### src/ipra_pkg.sv
`timescale 1ns / 1ps

package ipra_pkg;

    // Field and register widths
    localparam int SessionWidth = 16;
    localparam int SizeWidth    = 24;
    localparam int RetryWidth   = 8;
    localparam int SeqWidth     = 32;
    localparam int CountWidth   = 16;
    localparam int CrcWidth     = 32;
    localparam int CfgIdxWidth  = 2;

    // Register reset values
    localparam logic [SessionWidth-1:0] SessionReset   = 16'd1;
    localparam logic [SizeWidth-1:0]    FrameSizeReset = 24'd0;
    localparam logic [SizeWidth-1:0]    FrameLimReset  = 24'd119296;
    localparam logic [RetryWidth-1:0]   RetryReset     = 8'd5;

    localparam logic [CrcWidth-1:0] CrcInit = 32'hFFFF_FFFF;
    localparam logic [CrcWidth-1:0] CrcPoly = 32'hEDB8_8320;

    // Configuration register indexes
    localparam logic [CfgIdxWidth-1:0] CFG_SESSION    = 2'd0;
    localparam logic [CfgIdxWidth-1:0] CFG_FRAME_SIZE = 2'd1;
    localparam logic [CfgIdxWidth-1:0] CFG_FRAME_LIM  = 2'd2;
    localparam logic [CfgIdxWidth-1:0] CFG_RETRY      = 2'd3;

    // Event codes
    localparam logic [1:0] CMD_HEADER  = 2'd0;
    localparam logic [1:0] CMD_TIMEOUT = 2'd1;
    localparam logic [1:0] CMD_BYTE    = 2'd2;
    localparam logic [1:0] CMD_RESTART = 2'd3;

    // Packet kinds; every other code is treated as an unknown kind.
    localparam logic [2:0] KIND_DATA   = 3'd0;
    localparam logic [2:0] KIND_START  = 3'd1;
    localparam logic [2:0] KIND_COMMIT = 3'd2;
    localparam logic [2:0] KIND_DONE   = 3'd3;

    // Outcome codes
    localparam logic [1:0] OUT_RUNNING = 2'd0;
    localparam logic [1:0] OUT_SINGLE  = 2'd1;
    localparam logic [1:0] OUT_BATCH   = 2'd2;
    localparam logic [1:0] OUT_FAILED  = 2'd3;

    // Transfer phase, including how the transfer ended.
    typedef enum logic [7:0] {
        PH_WAIT        = 8'b0000_0001,
        PH_SINGLE      = 8'b0000_0010,
        PH_BATCH       = 8'b0000_0100,
        PH_DRAIN       = 8'b0000_1000,
        PH_END_SINGLE  = 8'b0001_0000,
        PH_END_BATCHOK = 8'b0010_0000,
        PH_END_NONE    = 8'b0100_0000,
        PH_END_BATCHNG = 8'b1000_0000
    } phase_t;

    typedef struct packed {
        logic [1:0]              cmd;
        logic                    header_good;
        logic [2:0]              packet_kind;
        logic [SessionWidth-1:0] packet_session;
        logic [SeqWidth-1:0]     packet_seq;
        logic                    last_flag;
        logic [CountWidth-1:0]   payload_count;
        logic                    store_accepted;
        logic [7:0]              payload_byte;
    } in_word_t;

    typedef struct packed {
        logic                ack_req;
        logic [SeqWidth-1:0] ack_number;
        logic                store_strobe;
        logic                batch_mode;
        logic                finished;
        logic [1:0]          outcome;
        logic [CrcWidth-1:0] payload_crc;
    } out_word_t;

    // Reflected CRC-32 update over one byte, bit by bit.
    function automatic logic [CrcWidth-1:0] crc_byte(
        input logic [CrcWidth-1:0] c,
        input logic [7:0]          b
    );
        logic [CrcWidth-1:0] r;
        r = c ^ {24'd0, b};
        for (int i = 0; i < 8; i++)
        begin
            r = r[0] ? ((r >> 1) ^ CrcPoly) : (r >> 1);
        end
        return r;
    endfunction

endpackage

### src/inorder_packet_receiver_acker.sv
`timescale 1ns / 1ps

// Receiver side of a sequenced transfer. Each input word is one event (packet
// header, receive timeout, payload byte or restart) and yields exactly one
// registered result word. A new word is accepted in every cycle unless the result
// register still holds a word that has not been taken; the whole update,
// including the byte-wide CRC-32 step, sits between the accepted input and the
// result register. Configuration is written through cfg_wr_en / cfg_index /
// cfg_data only while no event is in flight, a user rule the block does not
// enforce; a restart event clears the transfer state but keeps the configuration.
module inorder_packet_receiver_acker
    import ipra_pkg::*;
(
    input  logic                   clk,
    input  logic                   rst_n,
    input  logic                   cfg_wr_en,
    input  logic [CfgIdxWidth-1:0] cfg_index,
    input  logic [SizeWidth-1:0]   cfg_data,
    input  logic                   in_valid,
    output logic                   in_ready,
    input  in_word_t               in_data,
    output logic                   out_valid,
    input  logic                   out_ready,
    output out_word_t              out_data
);

    // Configuration registers
    logic [SessionWidth-1:0] session_reg;
    logic [SizeWidth-1:0]    frame_size_reg;
    logic [SizeWidth-1:0]    frame_lim_reg;
    logic [RetryWidth-1:0]   retry_reg;

    // Transfer state
    phase_t                phase_reg, phase_next;
    logic [SeqWidth-1:0]   expected_reg, expected_next;
    logic [RetryWidth-1:0] timeout_reg, timeout_next;
    logic [RetryWidth-1:0] drain_reg, drain_next;
    logic [SizeWidth-1:0]  stored_reg, stored_next;
    logic [CountWidth-1:0] left_reg, left_next;
    logic                  storable_reg, storable_next;
    logic [SeqWidth-1:0]   last_seq_reg, last_seq_next;
    logic [CrcWidth-1:0]   crc_reg, crc_next;

    // Result register
    logic      out_valid_reg;
    out_word_t out_data_reg;
    out_word_t result;

    // Working signals
    logic                  accept;
    logic                  ended_before;
    logic                  ended_after;
    phase_t                phase_eff;
    logic                  ack;
    logic [SeqWidth-1:0]   ack_no;
    logic                  strobe;
    logic [RetryWidth-1:0] drain_inc;
    logic [RetryWidth-1:0] drain_step;
    logic [SizeWidth:0]    size_sum;
    logic                  size_bad;
    logic                  fits;

    assign accept    = in_valid && in_ready;
    assign in_ready  = !out_valid_reg || out_ready;
    assign out_valid = out_valid_reg;
    assign out_data  = out_data_reg;

    // End of transfer: single and drain end as single, batch by commit status.
    function automatic phase_t end_phase(input phase_t ph, input logic committed);
        phase_t r;
        unique case (ph)
            PH_SINGLE, PH_DRAIN: r = PH_END_SINGLE;
            PH_BATCH:            r = committed ? PH_END_BATCHOK : PH_END_BATCHNG;
            default:             r = PH_END_NONE;
        endcase
        return r;
    endfunction

    function automatic logic is_ended(input phase_t ph);
        return (ph == PH_END_SINGLE) || (ph == PH_END_BATCHOK) ||
               (ph == PH_END_NONE) || (ph == PH_END_BATCHNG);
    endfunction

    assign ended_before = is_ended(phase_reg);
    assign drain_inc    = drain_reg + 1'b1;
    assign size_sum     = {1'b0, stored_reg} + {{(SizeWidth+1-CountWidth){1'b0}},
                                                in_data.payload_count};
    assign fits         = size_sum <= {1'b0, frame_size_reg};
    assign size_bad     = (frame_size_reg == '0) || (frame_size_reg > frame_lim_reg);

    // Next state and result for the word at the input.
    always_comb
    begin
        phase_next    = phase_reg;
        expected_next = expected_reg;
        timeout_next  = timeout_reg;
        drain_next    = drain_reg;
        stored_next   = stored_reg;
        left_next     = left_reg;
        storable_next = storable_reg;
        last_seq_next = last_seq_reg;
        crc_next      = crc_reg;
        phase_eff     = phase_reg;
        ack           = 1'b0;
        ack_no        = '0;
        strobe        = 1'b0;
        drain_step    = drain_reg;

        if (in_data.cmd == CMD_RESTART)
        begin
            phase_next    = PH_WAIT;
            expected_next = '0;
            timeout_next  = '0;
            drain_next    = '0;
            stored_next   = '0;
            left_next     = '0;
            storable_next = 1'b0;
            last_seq_next = '0;
            crc_next      = CrcInit;
        end
        else if (in_data.cmd == CMD_BYTE)
        begin
            // Bytes of an accepted packet are taken even after the end.
            if (left_reg != '0)
            begin
                left_next = left_reg - 1'b1;
                crc_next  = crc_byte(crc_reg, in_data.payload_byte);
                strobe    = storable_reg;
            end
        end
        else if (ended_before)
        begin
            // Headers and timeouts after the end are ignored.
        end
        else if (in_data.cmd == CMD_TIMEOUT)
        begin
            if (phase_reg == PH_DRAIN)
            begin
                ack        = 1'b1;
                ack_no     = last_seq_reg;
                drain_next = drain_inc;
                if (drain_inc >= retry_reg)
                begin
                    phase_next = PH_END_SINGLE;
                end
            end
            else if ((timeout_reg < retry_reg) && (expected_reg != '0))
            begin
                timeout_next = timeout_reg + 1'b1;
                ack          = 1'b1;
                ack_no       = expected_reg - 1'b1;
            end
            else
            begin
                phase_next = end_phase(phase_reg, 1'b0);
            end
        end
        else if (phase_reg == PH_DRAIN)
        begin
            // Draining: re-ack data, count anything else but the done packet.
            if (in_data.header_good && (in_data.packet_kind == KIND_DONE))
            begin
                phase_next = PH_END_SINGLE;
            end
            else
            begin
                if (in_data.header_good && (in_data.packet_kind == KIND_DATA))
                begin
                    ack    = 1'b1;
                    ack_no = in_data.packet_seq;
                end
                else
                begin
                    drain_step = drain_inc;
                end
                drain_next = drain_step;
                if (drain_step >= retry_reg)
                begin
                    phase_next = PH_END_SINGLE;
                end
            end
        end
        else
        begin
            // Packet header while waiting or running.
            timeout_next = '0;
            if (!in_data.header_good)
            begin
                phase_next = end_phase(phase_reg, 1'b0);
            end
            else if ((phase_reg == PH_WAIT) && (in_data.packet_kind == KIND_START))
            begin
                ack    = 1'b1;
                ack_no = '0;
                if (in_data.store_accepted)
                begin
                    phase_next    = PH_BATCH;
                    expected_next = '0;
                end
                else
                begin
                    phase_next = PH_END_NONE;
                end
            end
            else if ((phase_reg == PH_WAIT) &&
                     ((in_data.packet_kind != KIND_DATA) || size_bad))
            begin
                phase_next = PH_END_NONE;
            end
            else
            begin
                phase_eff  = (phase_reg == PH_WAIT) ? PH_SINGLE : phase_reg;
                phase_next = phase_eff;
                if ((phase_eff == PH_BATCH) && (in_data.packet_kind == KIND_COMMIT))
                begin
                    ack        = 1'b1;
                    ack_no     = '0;
                    phase_next = end_phase(phase_eff, in_data.store_accepted);
                end
                else if (in_data.packet_kind != KIND_DATA)
                begin
                    phase_next = end_phase(phase_eff, 1'b0);
                end
                else if (in_data.packet_session != session_reg)
                begin
                    // Wrong session: ignored without an ack.
                end
                else if (in_data.packet_seq < expected_reg)
                begin
                    ack    = 1'b1;
                    ack_no = in_data.packet_seq;
                end
                else if (in_data.packet_seq > expected_reg)
                begin
                    if (expected_reg != '0)
                    begin
                        ack    = 1'b1;
                        ack_no = expected_reg - 1'b1;
                    end
                end
                else
                begin
                    // In-order packet: accept its payload and ack it.
                    left_next = in_data.payload_count;
                    if (phase_eff == PH_BATCH)
                    begin
                        storable_next = 1'b1;
                    end
                    else
                    begin
                        storable_next = fits;
                        if (fits)
                        begin
                            stored_next = size_sum[SizeWidth-1:0];
                        end
                    end
                    expected_next = expected_reg + 1'b1;
                    ack           = 1'b1;
                    ack_no        = in_data.packet_seq;
                    if ((phase_eff == PH_SINGLE) && in_data.last_flag)
                    begin
                        phase_next    = (retry_reg == '0) ? PH_END_SINGLE : PH_DRAIN;
                        last_seq_next = in_data.packet_seq;
                        drain_next    = '0;
                    end
                end
            end
        end
    end

    // Result word built from the updated state.
    assign ended_after = is_ended(phase_next);

    always_comb
    begin
        result.ack_req      = ack;
        result.ack_number   = ack_no;
        result.store_strobe = strobe;
        result.batch_mode   = (phase_next == PH_BATCH) || (phase_next == PH_END_BATCHOK) ||
                              (phase_next == PH_END_BATCHNG);
        result.finished     = !ended_before && ended_after;
        result.payload_crc  = ~crc_next;
        unique case (phase_next)
            PH_END_SINGLE:  result.outcome = (stored_next != '0) ? OUT_SINGLE : OUT_FAILED;
            PH_END_BATCHOK: result.outcome = OUT_BATCH;
            PH_END_NONE,
            PH_END_BATCHNG: result.outcome = OUT_FAILED;
            default:        result.outcome = OUT_RUNNING;
        endcase
    end

    // Configuration registers.
    always_ff @(posedge clk or negedge rst_n)
    begin
        if (!rst_n)
        begin
            session_reg    <= SessionReset;
            frame_size_reg <= FrameSizeReset;
            frame_lim_reg  <= FrameLimReset;
            retry_reg      <= RetryReset;
        end
        else if (cfg_wr_en)
        begin
            unique case (cfg_index)
                CFG_SESSION:    session_reg    <= cfg_data[SessionWidth-1:0];
                CFG_FRAME_SIZE: frame_size_reg <= cfg_data;
                CFG_FRAME_LIM:  frame_lim_reg  <= cfg_data;
                CFG_RETRY:      retry_reg      <= cfg_data[RetryWidth-1:0];
                default:        ;
            endcase
        end
    end

    // Transfer state advances on every accepted word.
    always_ff @(posedge clk or negedge rst_n)
    begin
        if (!rst_n)
        begin
            phase_reg    <= PH_WAIT;
            expected_reg <= '0;
            timeout_reg  <= '0;
            drain_reg    <= '0;
            stored_reg   <= '0;
            left_reg     <= '0;
            storable_reg <= 1'b0;
            last_seq_reg <= '0;
            crc_reg      <= CrcInit;
        end
        else if (accept)
        begin
            phase_reg    <= phase_next;
            expected_reg <= expected_next;
            timeout_reg  <= timeout_next;
            drain_reg    <= drain_next;
            stored_reg   <= stored_next;
            left_reg     <= left_next;
            storable_reg <= storable_next;
            last_seq_reg <= last_seq_next;
            crc_reg      <= crc_next;
        end
    end

    // Result register valid flag.
    always_ff @(posedge clk or negedge rst_n)
    begin
        if (!rst_n)
        begin
            out_valid_reg <= 1'b0;
        end
        else if (accept)
        begin
            out_valid_reg <= 1'b1;
        end
        else if (out_ready)
        begin
            out_valid_reg <= 1'b0;
        end
    end

    // Result register payload.
    always_ff @(posedge clk)
    begin
        if (accept)
        begin
            out_data_reg <= result;
        end
    end

endmodule
### config.mk
export PLATFORM = sky130hd
export DESIGN_NAME = inorder_packet_receiver_acker
export DESIGN_NICKNAME = d
export VERILOG_FILES = /design/src/ipra_pkg.sv /design/src/inorder_packet_receiver_acker.sv
export SDC_FILE = /design/constraint.sdc
export NUM_CORES = 1
export LEC_CHECK = 0
export BUFFER_PORTS_ARGS = -buffer_cell sky130_fd_sc_hd__buf_2
export CAP_MARGIN = 20
export CORE_MARGIN = 3
export CORE_UTILIZATION = 35
export DETAILED_ROUTE_END_ITERATION = 8
export PLACE_DENSITY = 0.61
export SLEW_MARGIN = 20
export SYNTH_ARGS = -nofsm -noshare
export SYNTH_HDL_FRONTEND = slang
export SYNTH_SLANG_ARGS = --single-unit
### constraint.sdc
create_clock -name clk -period 5.04 [get_ports clk]
set_clock_uncertainty 0.1 [all_clocks]
set_input_delay 0.504 -clock clk [delete_from_list [all_inputs] [get_ports clk]]
set_output_delay 0.504 -clock clk [all_outputs]
set_load 0.01 [all_outputs]
* After elaboration in Yosys (flattened, before gate mapping)
Cells that the tools add are included.
Word-level totals: register bits after elaboration 304, bits of input ports 111, output and inout bits 72, word-level logic and storage cells 334
Cells by class: $add $sub $neg 6, order comparisons 7, equality and inequality tests 65, multiplexer cells 172, bitwise logic cells 12, reductions and logical operators 51
Operators by type and width (count):
- 2-to-1 mux 32 bit | 54
- 2-to-1 mux 8 bit | 51
- 2-to-1 mux 24 bit | 15
- 2-to-1 mux 16 bit | 14
- NOT 13 -> 14 bit | 8
- != test 3 bit (second input constant) | 23
- case mux 8 bit (2 select lines) | 3
- AND reduction 13 bit | 3
- adder 32 x 1 -> 32 bit (second input constant) | 1
- greater-than comparator 32 bit | 1
- < comparator 32 bit | 1
- NOT 32 bit | 1
- nonzero test 32 bit | 1
- subtractor 32 x 1 -> 32 bit (second input constant) | 1
- XOR 32 x 8 -> 32 bit | 1
- 2-to-1 mux 1 bit | 31
- AND reduction 14 bit | 2
- adder 24 x 16 -> 25 bit | 1
- <= comparator 25 x 24 -> 1 bit | 1
- == test 8 x 3 -> 1 bit (second input constant) | 3
- greater-than comparator 24 bit | 1
- zero test 24 bit | 1
- nonzero test 24 bit | 1
- != test 2 bit (second input constant) | 10
- other kinds (38) | 84

* Longest topological paths before layout
Gate-level depths: netlist of run 1.
word-level depth 23, mapped depth 22, depth with buffers taken out 21

* Least setup slack after synthesis of run 1
OpenSTA, ideal clock, no wires.
kind input to register, from in in_data[13] (netlist name), to reg stored_reg[0], arrival 5.162 ns, data required time 4.863 ns, slack -0.299 ns, stages on the path 19, cells stage by stage ha_1 -> a211oi_1 -> o31ai_1 -> a221o_1 -> o41ai_1 -> or2_2 -> xnor2_1 -> ha_1 -> and3_1 -> a211oi_1 -> a41oi_1 -> o211ai_1 -> nand3_1 -> or3b_2 -> nand2b_1 -> nor2_1 -> buf_2 -> a22oi_1 -> o21ai_1
Between the ends: word-level cells in the longest chain between the ends 17
RTL lines:
- from (decl) | line inorder_packet_receiver_acker.sv:21 | input in_word_t in_data,
- adder 24 x 16 -> 25 bit | line inorder_packet_receiver_acker.sv:86 | assign size_sum = {1'b0, stored_reg} + {{(SizeWidth+1-CountWidth){1'b0}},
- <= comparator 25 x 24 -> 1 bit | line inorder_packet_receiver_acker.sv:88 | assign fits = size_sum <= {1'b0, frame_size_reg};
- 2-to-1 mux 24 bit | line inorder_packet_receiver_acker.sv:252 | if (fits)
- 2-to-1 mux 24 bit | line inorder_packet_receiver_acker.sv:245 | if (phase_eff == PH_BATCH)
- 2-to-1 mux 24 bit | line inorder_packet_receiver_acker.sv:233 | else if (in_data.packet_seq > expected_reg)
- 2-to-1 mux 24 bit | line inorder_packet_receiver_acker.sv:228 | else if (in_data.packet_seq < expected_reg)
- 2-to-1 mux 24 bit | line inorder_packet_receiver_acker.sv:224 | else if (in_data.packet_session != session_reg)
- 2-to-1 mux 24 bit | line inorder_packet_receiver_acker.sv:220 | else if (in_data.packet_kind != KIND_DATA)
- 2-to-1 mux 24 bit | line inorder_packet_receiver_acker.sv:214 | if ((phase_eff == PH_BATCH) && (in_data.packet_kind == KIND_COMMIT))
- 2-to-1 mux 24 bit | line inorder_packet_receiver_acker.sv:205 | else if ((phase_reg == PH_WAIT) &&
- 2-to-1 mux 24 bit | line inorder_packet_receiver_acker.sv:191 | else if ((phase_reg == PH_WAIT) && (in_data.packet_kind == KIND_START))
- 2-to-1 mux 24 bit | line inorder_packet_receiver_acker.sv:187 | if (!in_data.header_good)
- 2-to-1 mux 24 bit | line inorder_packet_receiver_acker.sv:158 | else if (phase_reg == PH_DRAIN)
- 2-to-1 mux 24 bit | line inorder_packet_receiver_acker.sv:135 | else if (in_data.cmd == CMD_TIMEOUT)
- 2-to-1 mux 24 bit | line inorder_packet_receiver_acker.sv:131 | else if (ended_before)
- 2-to-1 mux 24 bit | line inorder_packet_receiver_acker.sv:121 | else if (in_data.cmd == CMD_BYTE)
- 2-to-1 mux 24 bit | line inorder_packet_receiver_acker.sv:109 | if (in_data.cmd == CMD_RESTART)
- to (signal assigned) | line inorder_packet_receiver_acker.sv:335 | stored_reg <= stored_next;
- to (decl) | line inorder_packet_receiver_acker.sv:38 | logic [SizeWidth-1:0] stored_reg, stored_next;
No other way between the ends. A chain may end at the register's enable or synchronous reset.

==> results of run 1 <==
-- through the flow --
stage	power (mW)	setup WS (ps)	cell area, um^2	cells
final	9.62	169	24400	3240
after global routing	10.2	-65.2	24400	3238
after CTS	9.67	49.0	24000	3219
after detailed placement	6.72	-415	22600	3148
after global placement	6.62	-233	22600	3148
after floorplan	5.74	90.9	20300	2217
-- cells in the final DEF, fill, tap and decap left out, drive strengths merged, types with 35 or more instances in the layout --
| master | n |
|---|---|
| o21ai | 179 |
| dfrtp | 193 |
| a21oi | 94 |
| xnor2 | 140 |
| dfstp | 41 |
| nand3 | 51 |
| a211oi | 37 |
| clkbuf | 53 |
| nand2 | 230 |
| nor4 | 37 |
| nor2 | 153 |
| ha | 129 |
| edfxtp | 70 |
| nor3 | 50 |
| o41ai | 35 |
| buf | 311 |
| mux2 | 73 |
| inv | 154 |
-- area by class of cell --
cell class / count / area, um^2
clock buffer: 53 / 1050
inverter: 151 / 568
tap: 756 / 946
fill: 5593 / 32400
sequential: 304 / 8010
multi-input combinational: 1638 / 11600
clock inverter: 17 / 269
timing repair buffer: 312 / 1920
antenna: 9 / 22.5
-- timing repair --
action / CTS / global route
hold buffers: 1 / 0
resized for setup: 7 / 44
pin swaps: 5 / 25
setup buffers: 0 / 12
endpoints found under the hold margin: 99 / 0
setup endpoints to repair: 19 / 25
-- layer usage --
layer | vias to the layer above | part of all wire | GRT usage
met3 | 125 | 0.065 | 0.0320
met1 | 8785 | 0.45 | 0.279
met5 | - | 0.00050 | 0
met4 | 4 | 0.033 | 0.0787
met2 | 622 | 0.45 | 0.318
li1 | 8551 | - | -
-- cells by family after synthesis --
kind of cell	count (synthesis)	share of synthesized area
and+or+nand+nor	693	0.168
AOI/OAI and AO/OA	562	0.186
DFF	304	0.395
buffers and inverters	275	0.0515
xor gates and xnor gates	172	0.0743
adders and majority gates	130	0.0806
muxes	81	0.0445
-- worst max-delay path by stage --
stage / from / endpoint / slack [ps] / cells after the start
floorplan: in_data[13] / stored_reg[0]$_DFFE_PN0P_ / 90 / 19
global placement: in_data[13] / stored_reg[16]$_DFFE_PN0P_ / -230 / 19
detailed placement: in_data[13] / out_data[33]$_DFFE_PP_ / -420 / 20
CTS: stored_reg[4]$_DFFE_PN0P_ / out_data[33]$_DFFE_PP_ / 50 / 19
global route: stored_reg[4]$_DFFE_PN0P_ / out_data[33]$_DFFE_PP_ / -70 / 19
finish: stored_reg[4]$_DFFE_PN0P_ / out_data[33]$_DFFE_PP_ / 170 / 19
-- power by group through the flow --
stage	sequential [mW]	clock, mW	combinational (mW)
2_1_floorplan	3.46	0	2.28
3_3_place_gp	3.55	0	3.07
3_5_place_dp	3.57	0	3.16
4_1_cts	3.53	2.97	3.18
5_1_grt	3.59	3.06	3.58
6_report	3.53	2.89	3.20
-- worst max-delay path, delay by kind of cell (launching register included) --
family | cells | cell delay [ps]
AO/OA/AOI/OAI | 10 | 2100
XOR/XNOR | 1 | 170
adder cells (fa/ha/maj) | 2 | 600
buffers and inverters | 1 | 150
flip-flops | 1 | 430
AND/OR/NAND/NOR | 5 | 1080
==> summary.txt, run 1 <==
Drt
  • Via/cell ratio: 5.58
  • Total wire length after detailed routing: 62.5 mm
  • Routed WL per cell: 19.3 um
  • Remaining antenna violation count after routing: 0
  • Remaining routing DRC violations: 0
  • Count of routing violations after the opening detailed-route iteration: 1534
  • Vias post-DR: 18100
  • Number of iterations in the first detailed-routing pass: 5

Placement
  • Placer congestion estimate: 0.923
  • DP HPWL: 46.0 mm
  • Number of buffers added on ports: 182

STA
  • Worst hold slack: 88.5 ps
  • Final sum of negative setup slack: 0 ps
  • Time the final worst path needs with I/O delays and setup: 4870 ps
  • Final slew viol count: 0
  • Max Fclk: 205 MHz
  • Tightest Pin Transition: 1060 ps
  • Unrepaired setup endpoints after global routing: yes
  • Final number of setup-violating endpoints: 0
  • Max-Slew Margin vs Limit: 0.296
  • Period utilisation layout: 0.967
  • Final hold viol count: 0

Clock tree
  • Clock tree buffer depth: 3
  • Clk sinks: 304
  • Clock Tree Root: clkbuf_16
  • Clock Latency Late Sink: 570 ps
  • CTS buffer count: 38
  • CTS tree: yes
  • Clock transition at path regs: 60 ps
  • Number of H-tree branching levels: 2

Pwr
  • Cell area power density: 395 nW/um^2
  • Share of total power in the clock network: 0.301
  • Share of total power consumed by net switching: 0.355
  • Cell-internal power: 6.21 mW
  • Leak Pwr: 10.3 nW
  • Max VDD drop: 0.256 mV
  • Sequential fraction of design power: 0.367
  • Comb pwr share: 0.333
  • NetSw: 3.42 mW

Hold path
  • Hold Path Stages: 2
  • Hold endpoint: out_valid$_DFFE_PN0P_
  • Type of the worst min-delay path: input pin to flip-flop
  • Start point of the worst hold path: in_valid

Global routing
  • Total track usage: 0.202
  • Initial antenna violation count: 10
  • Via count of the first global-routing pass: 17900
  • Pin count of the biggest net entering global routing: 108
  • Global-route wire length before repair: 98.9 mm
  • Remaining global-route overflow: 0

Synth
  • Most instantiated cells after synthesis: 230 x nand2_1, 193 x dfrtp_1, 153 x nor2_1
  • Main flop type after synthesis: dfrtp_1
  • Per-instance average area after synthesis: 9.14 um^2
  • Register bit count reported by yosys: 304
  • Fraction of the yosys area taken by sequential cells: 0.395
  • Yosys cell types: 87
  • Post-synth top area share: 0.238
  • Number of flops mapped to enable cells by yosys: 70
  • Most repeated cell in the gate-level netlist after synthesis: nand2_1
  • Synthesis warning total: 0
  • Syn_nets: 2458
  • Post-Synthesis Cell Area: 20300 um^2
  • Area leader, netlist: dfrtp_1
  • Cells taking the most area after synthesis: dfrtp_1 24%, edfxtp_1 10%, ha_1 8.0%, xnor2_1 6.0%, dfstp_2 5.3%
  • Mapped Cells: 2217
  • Post-synthesis async set-or-reset flop share: 0.770

Floorplanning
  • Total I/O pin count: 183
  • Total die area: 60900 um^2
  • Initial Utilization: 0.357
  • Die boundary width: 247 um
  • Die Span Y: 247 um
  • Site Rows: 87
  • Floorplan Core Area: 56800 um^2

Worst setup path
  • Startpoint kind of the worst setup timing path: flip-flop
  • Flop-to-flop setup slack: 170 ps
  • Crit path required time: 5260 ps
  • Worst stage delay on the critical path: 450 ps
  • RR Startpoint: stored_reg[4]$_DFFE_PN0P_
  • Critical Path Slowest Stage Cell: or3b_4
  • Series of cell instances along the critical path: ha_4 -> a211oi_4 -> o31ai_2 -> a221o_1 -> o41ai_4 -> nor2_1 -> xor2_1 -> ha_1 -> nand4_1 -> nor3_2 -> a41oi_2 -> o211ai_1 -> nand3_2 -> or3b_4 -> buf_6 -> o31ai_4 -> a211oi_2 -> o211ai_1 -> o31ai_2
  • Peak fanout along the critical path: 4
  • Kind of capture point of the worst setup path: flip-flop
  • FF-to-FF End: out_data[33]$_DFFE_PP_
  • Critical Setup Path Class: flip-flop to flip-flop
  • Path depth of the worst reg2reg path: 19
  • Critical Path AT: 5090 ps

Finish
  • Area growth from synthesis to layout: 20.3%
  • Number of flip-flops under the largest register name: 70
  • Count of nets after finishing: 2686
  • Share of the core filled with cells: 0.429
  • Share of layout cells above drive strength 1: 0.229

Run
  • Maxcap violations: 0

Run status
  • Status: completed
No activity file was read; power rests on OpenSTA's default activity.
==> run 2: changes to the inputs <==
==> constraint.sdc (replaced) <==
create_clock -name clk -period 5.04 [get_ports clk]
set_clock_uncertainty 0.1 [all_clocks]
set_input_delay 1.008 -clock clk [delete_from_list [all_inputs] [get_ports clk]]
set_output_delay 1.008 -clock clk [all_outputs]
set_load 0.01 [all_outputs]
==> run 2 against run 1 <==
Net effect: the flow now finishes with violations (setup timing); largest power group unchanged; non-clock buffer count down 8; via count shrank 0.65%; die area did not move; first-iteration DRC count shrank 14%; setup slack lost 190 ps; register-to-register slack lost 160 ps; sequential share of layout area is 0.086 points lower; fmax shrank 3.8%; critical path depth is the same; hold slack better by 270 ps.
==> summary.txt, run 2 (synthesis results as in run 1) <==
Floorplanning
  • Initial Utilization: 0.357 (unchanged)
  • Floorplan Core Area: 56800 um^2 (unchanged)
  • Die Span Y: 247 um (unchanged)
  • Total I/O pin count: 183 (unchanged)
  • Total die area: 60900 um^2 (unchanged)
  • Site Rows: 87 (unchanged)
  • Die boundary width: 247 um (unchanged)

Pwr
  • Cell area power density: 395 nW/um^2 (about the same)
  • Leak Pwr: 10.3 nW (about the same)
  • Power, Total: 9.66 mW (was 9.62 mW)
  • Max VDD drop: 0.282 mV (was 0.256 mV)

Global routing
  • Total track usage: 0.205 (was 0.202)
  • Remaining global-route overflow: 0 (unchanged)
  • Initial antenna violation count: 8 (was 10)
  • Via count of the first global-routing pass: 17700 (was 17900)
  • Global-route wire length before repair: 99.8 mm (was 98.9 mm)
  • Pin count of the biggest net entering global routing: 106 (was 108)

STA
  • Unrepaired setup endpoints after global routing: yes (unchanged)
  • Tightest Pin Transition: 1130 ps (was 1060 ps)
  • Max-Slew Margin vs Limit: 0.245 (was 0.296)
  • Final hold viol count: 0 (unchanged)
  • Final sum of negative setup slack: -28.1 ps (was 0 ps)
  • Min setup slack post-route: -24.4 ps (was 169 ps)
  • Time the final worst path needs with I/O delays and setup: 5060 ps (was 4870 ps)
  • Final number of setup-violating endpoints: 2 (was 0)
  • Final slew viol count: 0 (unchanged)
  • Period utilisation layout: 1.00 (was 0.967)
  • Max Fclk: 197 MHz (was 205 MHz)

Drt
  • Via/cell ratio: 5.57 (was 5.58)
  • Remaining routing DRC violations: 0 (unchanged)
  • Number of iterations in the first detailed-routing pass: 5 (unchanged)
  • Count of routing violations after the opening detailed-route iteration: 1315 (was 1534)
  • Vias post-DR: 18000 (was 18100)
  • Routed WL per cell: 19.7 um (was 19.3 um)
  • Remaining antenna violation count after routing: 0 (unchanged)
  • Total wire length after detailed routing: 63.4 mm (was 62.5 mm)

Placement
  • Placer congestion estimate: 0.871 (was 0.923)
  • Number of buffers added on ports: 182 (unchanged)
  • DP HPWL: 46.3 mm (was 46.0 mm)
  • Placed Cells incl. Taps: 3147 (was 3148)

Worst setup path
  • Count of buffer and inverter cells on the critical path: 1 (unchanged)
  • Critical Setup Path Class: input pin to flip-flop (was flip-flop to flip-flop)
  • Worst path top cell family by delay: simple AND/OR/NAND/NOR gates (was compound AO/OA/AOI/OAI gates)
  • Critical Path AT: 5450 ps (was 5090 ps)
  • FF-to-FF End: stored_reg[16]$_DFFE_PN0P_ (was out_data[33]$_DFFE_PP_)
  • Critical Path Slowest Stage Cell: or4_4 (was or3b_4)
  • Series of cell instances along the critical path: buf_6 -> ha_4 -> a211oi_4 -> o31ai_2 -> a221o_1 -> o41ai_4 -> nor2_1 -> xor2_1 -> ha_1 -> nand4_1 -> nor3_2 -> a41oi_2 -> o211ai_1 -> nand3_2 -> or3b_4 -> or2_4 -> or4_4 -> a21oi_2 -> a21o_1 (was ha_4 -> a211oi_4 -> o31ai_2 -> a221o_1 -> o41ai_4 -> nor2_1 -> xor2_1 -> ha_1 -> nand4_1 -> nor3_2 -> a41oi_2 -> o211ai_1 -> nand3_2 -> or3b_4 -> buf_6 -> o31ai_4 -> a211oi_2 -> o211ai_1 -> o31ai_2)
  • Peak fanout along the critical path: 4 (unchanged)
  • Setup crit end: stored_reg[16]$_DFFE_PN0P_ (was out_data[33]$_DFFE_PP_)
  • RR Startpoint: stored_reg[4]$_DFFE_PN0P_ (unchanged)
  • Kind of capture point of the worst setup path: flip-flop (unchanged)
  • Worst stage delay on the critical path: 510 ps (was 450 ps)
  • Path depth of the worst reg2reg path: 18 (was 19)
  • Flop-to-flop setup slack: 10 ps (was 170 ps)
  • Crit path required time: 5420 ps (was 5260 ps)
  • Startpoint kind of the worst setup timing path: input pin (was flip-flop)
  • Path length in cells of the critical path: 19 (unchanged)
  • First element of the critical path: in_data[13] (was stored_reg[4]$_DFFE_PN0P_)

Finish
  • Commonest non-fill, non-tap cells in the layout: 227 x nand2_1, 193 x dfrtp_1, 180 x buf_2, 149 x inv_1, 149 x o21ai_0 (was 229 x nand2_1, 192 x dfrtp_1, 181 x buf_2, 150 x nor2_1, 149 x inv_1)
  • Most common library cell in the layout ignoring fill and taps: nand2_1 (unchanged)
  • Area growth from synthesis to layout: 20.6% (was 20.3%)
  • Filler-free cell count of the finished design: 3224 (was 3240)
  • Share of layout cells above drive strength 1: 0.231 (was 0.229)
  • Count of nets after finishing: 2679 (was 2686)
  • Number of flip-flops under the largest register name: 70 (unchanged)

Run
  • Maxcap violations: 0 (unchanged)

Run status
  • Failing checks: setup timing
  • Status: complete, but fails checks (was completed)

Clock tree
  • CTS buffer count: 38 (unchanged)
  • Number of H-tree branching levels: 2 (unchanged)
  • Clock Latency Late Sink: 560 ps (was 570 ps)
  • Clock transition at path regs: 60 ps (about the same)
  • Clock Tree Root: clkbuf_16 (unchanged)
  • Clock tree buffer depth: 3 (unchanged)
  • Clk sinks: 304 (unchanged)
  • CTS tree: yes (unchanged)

Hold path
  • Type of the worst min-delay path: input pin to async pin (was input pin to flip-flop)
## run 2: cell count changes in the layout (fill, tap and decap cells not counted), moves of 3 or more
cell	before	now
buf_4	126	114
a21oi_2	4	11
nor2_1	150	147
buf_12	1	5
diode_2	9	3
a21oi_1	88	82
nor2_4	0	4
o31ai_1	20	23
## run 2: worst min-delay path by stage
stage                               start                           end  slack [ps]  cells after the start
2_1_floorplan  timeout_reg[7]$_DFFE_PN0P_    timeout_reg[7]$_DFFE_PN0P_         350                      1
3_3_place_gp      crc_reg[29]$_DFFE_PN1P_       crc_reg[29]$_DFFE_PN1P_         370                      2
3_5_place_dp      crc_reg[27]$_DFFE_PN1P_       crc_reg[27]$_DFFE_PN1P_         380                      2
4_1_cts           crc_reg[27]$_DFFE_PN1P_       crc_reg[27]$_DFFE_PN1P_         390                      2
5_1_grt           crc_reg[29]$_DFFE_PN1P_       crc_reg[29]$_DFFE_PN1P_         410                      2
6_report                            rst_n  last_seq_reg[21]$_DFFE_PN0P_         360                      1
## run 2: report_power, final
part	internal (mW)	switching (mW)
Sequential	3.12	0.421
Clock	1.81	1.10
Combinational	1.36	1.84
Total	6.29	3.37
## run 2: layout make-up
type / count / area [um^2]
Fill cell: 5592 / 32400
Multi-Input combinational cell: 1639 / 11700
Clock inverter: 16 / 277
Timing Repair Buffer: 304 / 1930
Tap cell: 756 / 946
Inverter: 151 / 568
Antenna cell: 3 / 7.51
Sequential cell: 304 / 8010
Clock buffer: 51 / 1040
## run 2: timing repair
| item | in CTS | in global routing |
|---|---|---|
| hold buffers | 0 | 0 |
| gates resized for setup | 1 | 41 |
| hold endpoints to repair | 0 | 0 |
| cloned | 0 | 2 |
| setup buffers | 0 | 5 |
| endpoints found under the setup margin | 1 | 25 |
| pin swaps | 0 | 22 |
## run 2: per-layer routing
layer  wire length (um)  global-route usage  up-vias
li1                   -                   -     8552
met1              28200               0.280     8721
met2              29600               0.334      588
met3               4040              0.0349      101
met4               1490              0.0599        8
met5                 49                   0        -
## run 2: per-stage QoR
step,setup WS (ps),hold slack (ps),util,instance area [um^2]
2_1_floorplan,2.13,355,-,20500
3_3_place_gp,-431,368,0.402,22900
3_5_place_dp,-569,378,0.402,22900
4_1_cts,41.0,387,0.426,24200
5_1_grt,-194,407,0.430,24400
6_report,-24.4,356,0.430,24400
